`config.mk`:
```
export PLATFORM = sky130hd
export DESIGN_NAME = header_param_tokenizer_flat
export DESIGN_NICKNAME = d
export VERILOG_FILES = /design/src/hdl/hpt_pkg.sv /design/src/hdl/hpt_text_if.sv /design/src/hdl/hpt_param_if.sv /design/src/hdl/hpt_front.sv /design/src/hdl/hpt_queue.sv /design/src/hdl/hpt_back.sv /design/src/hdl/header_param_tokenizer.sv /design/src/flat_wrapper.sv
export SDC_FILE = /design/constraint.sdc
export NUM_CORES = 1
export LEC_CHECK = 0
export CORE_ASPECT_RATIO = 0.8
export CORE_MARGIN = 4
export CORE_UTILIZATION = 30
export DETAILED_ROUTE_END_ITERATION = 10
export DONT_BUFFER_PORTS = 1
export PLACE_DENSITY_LB_ADDON = 0.08
export REMOVE_ABC_BUFFERS = 1
export SYNTH_ARGS = -nofsm -noshare
export SYNTH_HDL_FRONTEND = slang
export SYNTH_SLANG_ARGS = --single-unit
```
`constraint.sdc`:
```
create_clock -name clk -period 7 [get_ports clk]
set_clock_uncertainty 0.15 [all_clocks]
set_input_delay 1.05 -clock clk [delete_from_list [all_inputs] [get_ports clk]]
set_output_delay 1.05 -clock clk [all_outputs]
set_load 0.02 [all_outputs]
```
`src/hdl/hpt_pkg.sv`:
```
// Shared widths, character codes and record types of the header parameter tokenizer.
package hpt_pkg;

  localparam int OFF_W = 10;
  localparam int CH_W = 8;
  localparam int DEFAULT_MAX_FIELD_LEN = 1024;

  localparam int QUEUE_DEPTH = 4;
  localparam int QUEUE_AW = $clog2(QUEUE_DEPTH);

  localparam logic [CH_W-1:0] CHAR_SEMI = 8'h3B;
  localparam logic [CH_W-1:0] CHAR_EQ = 8'h3D;
  localparam logic [CH_W-1:0] CHAR_SPACE = 8'h20;

  typedef struct packed {
    logic [OFF_W-1:0] key_start;
    logic [OFF_W-1:0] key_len;
    logic [OFF_W-1:0] value_start;
    logic [OFF_W-1:0] value_len;
    logic ok;
    logic done_res;
  } rec_t;

  // One queue entry holds every record that one byte produces.
  typedef struct packed {
    rec_t first;
    rec_t second;
    logic two;
  } entry_t;

  typedef struct packed {
    logic valid;
    entry_t entry;
  } q_wr_t;

endpackage

```
`src/hdl/hpt_text_if.sv`:
```
// Input word channel: one byte of the field text with its end-of-field flag.
interface hpt_text_if;
  logic valid;
  logic ready;
  logic [hpt_pkg::CH_W-1:0] ch;
  logic end_of_field;

  modport source (output valid, output ch, output end_of_field, input ready);
  modport sink (input valid, input ch, input end_of_field, output ready);
endinterface

```
`src/hdl/hpt_param_if.sv`:
```
// Output word channel: one parameter record, or the error record of a field.
interface hpt_param_if;
  logic valid;
  logic ready;
  logic [hpt_pkg::OFF_W-1:0] key_start;
  logic [hpt_pkg::OFF_W-1:0] key_len;
  logic [hpt_pkg::OFF_W-1:0] value_start;
  logic [hpt_pkg::OFF_W-1:0] value_len;
  logic ok;
  logic done_res;

  modport source (output valid, output key_start, output key_len, output value_start,
                  output value_len, output ok, output done_res, input ready);
  modport sink (input valid, input key_start, input key_len, input value_start,
                input value_len, input ok, input done_res, output ready);
endinterface

```
`src/hdl/hpt_front.sv`:
```
// Front end: parses one byte per cycle unless full; queues each record it completes.
module hpt_front #(
  parameter int MAX_FIELD_LEN = hpt_pkg::DEFAULT_MAX_FIELD_LEN
) (
  input  logic clk,
  input  logic rst,
  hpt_text_if.sink text,
  input  logic full,
  output hpt_pkg::q_wr_t wr
);

  localparam int OFF_TOP = (1 << hpt_pkg::OFF_W) - 1;
  localparam int OFF_MAX_I = (MAX_FIELD_LEN - 1 < OFF_TOP) ? (MAX_FIELD_LEN - 1) : OFF_TOP;
  localparam logic [hpt_pkg::OFF_W-1:0] OFF_MAX = OFF_MAX_I[hpt_pkg::OFF_W-1:0];

  typedef enum logic [5:0] {
    ST_START = 6'b000001,
    ST_KLEAD = 6'b000010,
    ST_KEY   = 6'b000100,
    ST_VLEAD = 6'b001000,
    ST_VAL   = 6'b010000,
    ST_FAIL  = 6'b100000
  } state_t;

  state_t state, state_next;
  logic [hpt_pkg::OFF_W-1:0] position, position_next;
  logic [hpt_pkg::OFF_W-1:0] key_begin, key_begin_next;
  logic [hpt_pkg::OFF_W-1:0] key_stop, key_stop_next;
  logic [hpt_pkg::OFF_W-1:0] value_begin, value_begin_next;
  logic [hpt_pkg::OFF_W-1:0] value_stop, value_stop_next;

  state_t st_m;
  logic [hpt_pkg::OFF_W-1:0] nx, kb_m, ks_m, vb_m, vs_m, ks_f, vb_f, vs_f;
  logic acc, last, emit0;
  hpt_pkg::rec_t rec0, fin;

  assign text.ready = !full;
  assign acc = text.valid && text.ready;
  assign last = text.end_of_field;
  // Offsets stop at the top of their range.
  assign nx = (position == OFF_MAX) ? OFF_MAX : position + 1'b1;

  always_comb begin
    st_m = state;
    kb_m = key_begin;
    ks_m = key_stop;
    vb_m = value_begin;
    vs_m = value_stop;
    emit0 = 1'b0;
    rec0 = '0;
    unique case (state)
      ST_START: begin
        if (text.ch == hpt_pkg::CHAR_SEMI) begin
          st_m = ST_KLEAD;
          kb_m = nx; ks_m = nx; vb_m = nx; vs_m = nx;
        end else begin
          st_m = ST_FAIL;
        end
      end
      ST_KLEAD, ST_KEY: begin
        if (text.ch == hpt_pkg::CHAR_SEMI) begin
          // A key closed by a separator keeps its trailing spaces.
          emit0 = 1'b1;
          rec0.key_start = key_begin;
          rec0.key_len = position - key_begin;
          rec0.value_start = position;
          rec0.value_len = '0;
          rec0.ok = 1'b1;
          st_m = ST_KLEAD;
          kb_m = nx; ks_m = nx; vb_m = nx; vs_m = nx;
        end else if (text.ch == hpt_pkg::CHAR_EQ) begin
          vb_m = nx; vs_m = nx;
          st_m = ST_VLEAD;
        end else if (text.ch == hpt_pkg::CHAR_SPACE) begin
          if (state == ST_KLEAD) begin
            kb_m = nx; ks_m = nx;
          end
        end else begin
          ks_m = nx;
          st_m = ST_KEY;
        end
      end
      ST_VLEAD, ST_VAL: begin
        if (text.ch == hpt_pkg::CHAR_SEMI) begin
          emit0 = 1'b1;
          rec0.key_start = key_begin;
          rec0.key_len = key_stop - key_begin;
          rec0.value_start = value_begin;
          rec0.value_len = value_stop - value_begin;
          rec0.ok = 1'b1;
          st_m = ST_KLEAD;
          kb_m = nx; ks_m = nx; vb_m = nx; vs_m = nx;
        end else if (text.ch == hpt_pkg::CHAR_SPACE) begin
          if (state == ST_VLEAD) begin
            vb_m = nx; vs_m = nx;
          end
        end else begin
          vs_m = nx;
          st_m = ST_VAL;
        end
      end
      ST_FAIL: begin
        st_m = ST_FAIL;
      end
      default: begin
        st_m = state;
      end
    endcase

    // Record closed by the final byte of the field.
    ks_f = ks_m;
    vb_f = vb_m;
    vs_f = vs_m;
    if (st_m == ST_KLEAD || st_m == ST_KEY) begin
      ks_f = nx; vb_f = nx; vs_f = nx;
    end
    fin = '0;
    fin.done_res = 1'b1;
    if (st_m != ST_FAIL) begin
      fin.key_start = kb_m;
      fin.key_len = ks_f - kb_m;
      fin.value_start = vb_f;
      fin.value_len = vs_f - vb_f;
      fin.ok = 1'b1;
    end

    wr.valid = acc && (emit0 || last);
    wr.entry.first = emit0 ? rec0 : fin;
    wr.entry.second = fin;
    wr.entry.two = emit0 && last;

    if (last) begin
      state_next = ST_START;
      position_next = '0;
      key_begin_next = '0;
      key_stop_next = '0;
      value_begin_next = '0;
      value_stop_next = '0;
    end else begin
      state_next = st_m;
      position_next = nx;
      key_begin_next = kb_m;
      key_stop_next = ks_m;
      value_begin_next = vb_m;
      value_stop_next = vs_m;
    end
  end

  always_ff @(posedge clk) begin
    if (rst) begin
      state <= ST_START;
      position <= '0;
      key_begin <= '0;
      key_stop <= '0;
      value_begin <= '0;
      value_stop <= '0;
    end else if (acc) begin
      state <= state_next;
      position <= position_next;
      key_begin <= key_begin_next;
      key_stop <= key_stop_next;
      value_begin <= value_begin_next;
      value_stop <= value_stop_next;
    end
  end

`ifndef SYNTHESIS
  a_field_restart: assert property (@(posedge clk) disable iff (rst)
    (acc && last) |=> (state == ST_START && position == '0))
    else $error("parser did not return to field start after the final byte");
  a_pos_bound: assert property (@(posedge clk) disable iff (rst)
    position <= OFF_MAX)
    else $error("position ran past its saturation limit");
`endif

endmodule

```
`src/hdl/hpt_queue.sv`:
```
// Short record queue between the parser and the output stage.
module hpt_queue (
  input  logic clk,
  input  logic rst,
  input  hpt_pkg::q_wr_t wr,
  output logic full,
  output logic rd_valid,
  output hpt_pkg::entry_t rd_entry,
  input  logic pop
);

  hpt_pkg::entry_t mem [hpt_pkg::QUEUE_DEPTH];
  logic [hpt_pkg::QUEUE_AW-1:0] wp, rp;
  logic [hpt_pkg::QUEUE_AW:0] count;
  logic do_pop;

  localparam logic [hpt_pkg::QUEUE_AW:0] DEPTH = hpt_pkg::QUEUE_DEPTH[hpt_pkg::QUEUE_AW:0];

  assign full = (count == DEPTH);
  assign rd_valid = (count != '0);
  assign rd_entry = mem[rp];
  assign do_pop = pop && rd_valid;

  always_ff @(posedge clk) begin
    if (wr.valid) begin
      mem[wp] <= wr.entry;
    end
  end

  always_ff @(posedge clk) begin
    if (rst) begin
      wp <= '0;
      rp <= '0;
      count <= '0;
    end else begin
      if (wr.valid) begin
        wp <= wp + 1'b1;
      end
      if (do_pop) begin
        rp <= rp + 1'b1;
      end
      count <= count + {{hpt_pkg::QUEUE_AW{1'b0}}, wr.valid}
                     - {{hpt_pkg::QUEUE_AW{1'b0}}, do_pop};
    end
  end

`ifndef SYNTHESIS
  a_no_overflow: assert property (@(posedge clk) disable iff (rst)
    full |-> !wr.valid)
    else $error("record written into a full queue");
`endif

endmodule

```
`src/hdl/hpt_back.sv`:
```
// Output stage: a register issues queued records one word per cycle unless param stalls.
module hpt_back (
  input  logic clk,
  input  logic rst,
  input  logic q_valid,
  input  hpt_pkg::entry_t q_entry,
  output logic pop,
  hpt_param_if.source param
);

  logic out_valid;
  hpt_pkg::rec_t out_rec;
  logic pend_valid;
  hpt_pkg::rec_t pend_rec;
  logic load;

  assign load = !out_valid || param.ready;
  assign pop = load && !pend_valid && q_valid;

  always_ff @(posedge clk) begin
    if (rst) begin
      out_valid <= 1'b0;
      pend_valid <= 1'b0;
    end else if (load) begin
      if (pend_valid) begin
        out_valid <= 1'b1;
        pend_valid <= 1'b0;
      end else if (q_valid) begin
        out_valid <= 1'b1;
        pend_valid <= q_entry.two;
      end else begin
        out_valid <= 1'b0;
      end
    end
  end

  always_ff @(posedge clk) begin
    if (load) begin
      if (pend_valid) begin
        out_rec <= pend_rec;
      end else if (q_valid) begin
        out_rec <= q_entry.first;
        pend_rec <= q_entry.second;
      end
    end
  end

  assign param.valid = out_valid;
  assign param.key_start = out_rec.key_start;
  assign param.key_len = out_rec.key_len;
  assign param.value_start = out_rec.value_start;
  assign param.value_len = out_rec.value_len;
  assign param.ok = out_rec.ok;
  assign param.done_res = out_rec.done_res;

`ifndef SYNTHESIS
  a_pend_behind_out: assert property (@(posedge clk) disable iff (rst)
    pend_valid |-> out_valid)
    else $error("second record held while the output register is empty");
`endif

endmodule

```
`src/hdl/header_param_tokenizer.sv`:
```
// Top level of the header parameter tokenizer: parser, record queue and output stage.
//
// The block reads a header field's parameter list (";key=value;key2;...") one byte per
// word on the text channel, the final byte flagged by end_of_field, and writes one word
// on the param channel for each parameter found: start offset and length of the key and
// of the value. Spaces after ';' and '=' are skipped and spaces before '=' are trimmed;
// a key closed without '=' keeps its trailing spaces and gets an empty value that starts
// just past it. A ';' as the final byte adds an empty parameter, and a field that does
// not open with ';' gives one word with ok low at its final byte. done_res marks the
// last word of each field. Offsets stop at min(MAX_FIELD_LEN - 1, 1023). The parser
// takes one byte every cycle with no gaps between fields; each word is written into the
// queue and then into the output register that drives param. A byte that closes two
// parameters at once yields two words, which the output stage issues one after the
// other; a four-entry queue between the parser and the output stage absorbs that and
// any stall on param, so text is only held off once the queue has filled.
module header_param_tokenizer #(
  parameter int MAX_FIELD_LEN = hpt_pkg::DEFAULT_MAX_FIELD_LEN
) (
  input  logic clk,
  input  logic rst,
  hpt_text_if.sink text,
  hpt_param_if.source param
);

  hpt_pkg::q_wr_t q_wr;
  hpt_pkg::entry_t q_entry;
  logic q_full;
  logic q_valid;
  logic q_pop;

  // The parser classifies each byte and closes records as separators arrive.
  hpt_front #(
    .MAX_FIELD_LEN(MAX_FIELD_LEN)
  ) u_front (
    .clk(clk),
    .rst(rst),
    .text(text),
    .full(q_full),
    .wr(q_wr)
  );

  // Each queue entry carries all records of one byte, so one write per byte suffices.
  hpt_queue u_queue (
    .clk(clk),
    .rst(rst),
    .wr(q_wr),
    .full(q_full),
    .rd_valid(q_valid),
    .rd_entry(q_entry),
    .pop(q_pop)
  );

  // The output stage splits two-record entries and holds a word while param stalls.
  hpt_back u_back (
    .clk(clk),
    .rst(rst),
    .q_valid(q_valid),
    .q_entry(q_entry),
    .pop(q_pop),
    .param(param)
  );

endmodule

```
`src/flat_wrapper.sv`:
```
// flat-port wrapper written by rule: the top's interface ports become plain ports
module header_param_tokenizer_flat 
#(
  parameter int MAX_FIELD_LEN = hpt_pkg::DEFAULT_MAX_FIELD_LEN
)
  (clk, rst, text_valid, text_ch, text_end_of_field, text_ready, param_valid, param_key_start, param_key_len, param_value_start, param_value_len, param_ok, param_done_res, param_ready);
  hpt_text_if text_i ();
  hpt_param_if param_i ();
  input  logic clk;
  input  logic rst;
  input wire logic [$bits(text_i.valid)-1:0] text_valid;
  input wire logic [$bits(text_i.ch)-1:0] text_ch;
  input wire logic [$bits(text_i.end_of_field)-1:0] text_end_of_field;
  output wire logic [$bits(text_i.ready)-1:0] text_ready;
  output wire logic [$bits(param_i.valid)-1:0] param_valid;
  output wire logic [$bits(param_i.key_start)-1:0] param_key_start;
  output wire logic [$bits(param_i.key_len)-1:0] param_key_len;
  output wire logic [$bits(param_i.value_start)-1:0] param_value_start;
  output wire logic [$bits(param_i.value_len)-1:0] param_value_len;
  output wire logic [$bits(param_i.ok)-1:0] param_ok;
  output wire logic [$bits(param_i.done_res)-1:0] param_done_res;
  input wire logic [$bits(param_i.ready)-1:0] param_ready;
  assign text_i.valid = text_valid;
  assign text_i.ch = text_ch;
  assign text_i.end_of_field = text_end_of_field;
  assign text_ready = text_i.ready;
  assign param_valid = param_i.valid;
  assign param_key_start = param_i.key_start;
  assign param_key_len = param_i.key_len;
  assign param_value_start = param_i.value_start;
  assign param_value_len = param_i.value_len;
  assign param_ok = param_i.ok;
  assign param_done_res = param_i.done_res;
  assign param_i.ready = param_ready;
  header_param_tokenizer #(.MAX_FIELD_LEN(MAX_FIELD_LEN)) u_core (.clk(clk), .rst(rst), .text(text_i), .param(param_i));
endmodule
```
==> summary.txt <==
Synth
  • Yosys top cell area share: 57.4%
  • Synth Area in XOR/XNOR: 2.03%
  • Post-Syn Area: 21900 µm²
  • Post-synthesis mux area share: 12.3%
  • Ys async rst share: 0%
  • Area contributors post-synth: edfxtp_1 (57%), mux4_2 (8.6%), dfxtp_1 (6.1%)
  • Commonest cells in the netlist: edfxtp_1 (419), nor2_1 (149), mux4_2 (84), nand2_1 (74), dfxtp_1 (67)
  • Post-synthesis simple-gate area fraction: 7.65%
  • Post-synthesis cell count: 1505
  • Synth Area in Compound Gates: 8.71%
  • Post-synth EDFFs: 419
  • Yosys warns: 0
  • Leading area contributor after synthesis: edfxtp_1
  • Flops & latches, synth: 486
  • Fraction of the yosys area taken by sequential cells: 63.5%
  • Ys flop type: edfxtp_1
  • Yosys cell types: 88
  • Post-Synth Adder-Cell Area: 3.52%
  • Synth Area per Inst: 14.6 µm²
  • Most common cell in the netlist: edfxtp_1
  • Main combinational cell family by area after synthesis: multiplexers

Route
  • Vias per cell: 5.11
  • Iter 0 DRT Violations: 873
  • Antenna Nets Post-Route: 0
  • Wire length per cell: 24.7 µm
  • Drt total wl: 61700 µm
  • First drt pass iteration count: 5
  • DRC violations left: 0
  • Vias: 12800

Run
  • Max Cap Violations: 0

Clocking
  • Clk_lat worst skew: 0.60 ns
  • # hold bufs at CTS: 0
  • Maximum root-to-sink buffer count: 3
  • H-tree levels: 2
  • Post-CTS Resized: 0
  • CTS Buf Count: 54
  • CTS tree: built
  • Clock sink total: 486
  • Post-CTS setup buffers: 0
  • Clock root buffer: clkbuf_16
  • Clock transition at path regs: 0.06 ns

Critical path
  • CP endpoint kind: register
  • Worst-path fanout max: 24
  • Crit path required time: 7.18 ns
  • Crit start category: register
  • Crit Path Class: reg -> reg
  • RR Startpoint: u_core.u_front.state[1]
  • Critical path arrival: 5.93 ns
  • CP startpoint: u_core.u_front.state[1]

Final layout
  • Finished Layout Cells: 2501
  • Ratio of cells with drive above 1 in the final layout: 17.5%
  • Util after Layout: 34.3%
  • Antenna diodes: 0
  • Area Growth Syn to Fin: 12.9%
  • Layout Nets: 1586

Floorplanning
  • CORE AREA: 72200 µm²
  • Initial Utilization: 30.3%
  • Ports: 57
  • Die H: 250 µm
  • Die area: 77500 µm²
  • Site row count: 88
  • Chip Width: 310 µm

Timing
  • Final period utilization: 82.2%
  • Maximum clock rate: 174 MHz
  • Rel. slew slack: 27.2%
  • Slew @ Worst Pin: 1.09 ns
  • Slew Limit Fails: 0
  • Setup TNS Final: 0 ns
  • Post-route minimum period: 5.75 ns
  • Unrepaired setup endpoints after global routing: no
  • Final Setup Violations: 0
  • Final Hold Vio Count: 0

Global routing
  • Gr usage total: 16.0%
  • Total grt overflow: 0
  • Initial antenna violation count: 3
  • Largest net degree at the start of global routing: 85
  • Vias in the first global route: 13300
  • First-pass GRT wire length: 92000 µm

Placement
  • Port Buf Inserts: 0
  • Placer Congestion: 0.835
  • HPWL Detailed: 38900 µm
  • Inst Count DP: 2404

Min path
  • Hold WC Path Type: reg -> reg
  • Hold Crit Start: u_core.u_queue.wp[1]

Status
  • Status: complete, no violations

Power and ir drop
  • Pleak: 8.06 nW
  • Final Power: 8.20 mW
  • P per Cell Area: 331 nW/µm²
  • IR drop worst, VDD: 0.257 mV
==> worst paths after layout <==
kind | endpoint | slack, ns | cells after the start
max | u_core.u_queue.mem[2][31] | 1.25 | 15
min | u_core.u_queue.wp[1] | 0.34 | 2
max reg2reg | u_core.u_queue.mem[2][31] | 1.25 | 15
min reg2reg | u_core.u_queue.wp[1] | 0.34 | 2
==> cell families after synthesis <==
kind of cell	Yosys count
flops	486
simple gates	347
compound gates	283
mux	157
buf+inv	125
fa+ha+maj	58
xor+xnor	49
==> critical path, stage by stage, from the launching register on <==
cell and delay, ns:
dfxtp_1 0.60, or4_1 0.31, or2_0 0.73, a21oi_1 0.12, a21oi_1 0.46, nand3_4 0.46
a21oi_1 0.41, ha_1 0.28, nor2b_1 0.12, o21ai_0 0.23, a21o_1 0.20, a21oi_1 0.10
a31oi_1 0.58, xor2_1 0.23, a21oi_1 0.06, nor3b_1 0.42
==> registers in the layout, indices dropped and copies added (netlist names), named ones only <==
signal and flops:
u_core.u_back.param.done_res 1, u_core.u_back.param.key_start 10, u_core.u_queue.count 3, u_core.u_back.pend_valid 1
u_core.u_back.param.valid 1, u_core.u_front.position 10, u_core.u_front.key_begin 10, u_core.u_back.param.key_len 10
u_core.u_back.param.value_start 10, u_core.u_front.value_begin 10, u_core.u_back.param.value_len 10, u_core.u_back.pend_rec 41
u_core.u_front.state 6, u_core.u_queue.mem 336, u_core.u_queue.rp 2, u_core.u_front.key_stop 10
u_core.u_queue.wp 2, u_core.u_back.param.ok 1, u_core.u_front.value_stop 10
==> where the power goes <==
group | internal [mW] | leakage (nW) | switching [mW] | total (mW)
registers | 3.69 | 4.34 | 0.391 | 4.08
logic | 0.593 | 2.91 | 0.861 | 1.45
clock network | 1.51 | 0.804 | 1.16 | 2.67
total | 5.79 | 8.06 | 2.41 | 8.20
==> layout make-up <==
type | count | area, µm²
fillers | 7029 | 47500
flip-flops and latches | 486 | 13900
multi-input cells | 894 | 7550
clock buffers | 71 | 1480
well taps | 945 | 1180
repair buffers | 30 | 275
inverters | 49 | 184
clock inverters | 26 | 160
==> stage by stage <==
stage          hold WS (ns)  area [µm²]  setup WS (ns)
2_1_floorplan         0.313       21600          0.906
3_3_place_gp          0.333       23100          0.864
3_5_place_dp          0.339       23100          0.768
4_1_cts               0.333       24800           1.17
5_1_grt               0.342       24800          0.706
6_report              0.343       24800           1.25
==> routing by layer <==
metal | share of wire [%] | track usage (%)
met1 | 50 | 24.6
met2 | 43 | 23.2
met3 | 4.7 | 2.98
met4 | 2.4 | 4.07
met5 | 0 | 0
==> cells in the final DEF, fill, tap and decap left out, types with 5 or more instances in the layout <==
cell       Yosys  layout
a211oi_1       5       5
a21boi_0       5       5
a21o_1        18      18
a21oi_1       65      65
a221oi_1       5       5
a22oi_1       39      39
a31oi_1       12      10
and2_1        17      13
and3_1         5       5
and4_1         6       6
buf_4          3      26
clkbuf_1      48      12
clkbuf_16      0      56
clkinv_1       0      14
clkinv_2       0       7
dfxtp_1       67      64
edfxtp_1     419     419
fa_1           6       6
ha_1          52      52
inv_1         47      47
mux2_1         6       6
mux2_2        45      45
mux2i_1       20      20
mux4_2        84      84
nand2_1       74      74
nand2b_1      11      11
nand3_1       16      16
nor2_1       149     147
nor2b_1       11      11
nor3_1        17      16
nor3b_1        5       5
o21ai_0       44      44
o21ai_1       16      15
o22ai_1        5       5
o31ai_1       16      16
or2_2          5       5
or3_1          7       7
xnor2_1       26      26
xor2_1        21      21
Note: power is estimated with default switching activity, not from simulation.
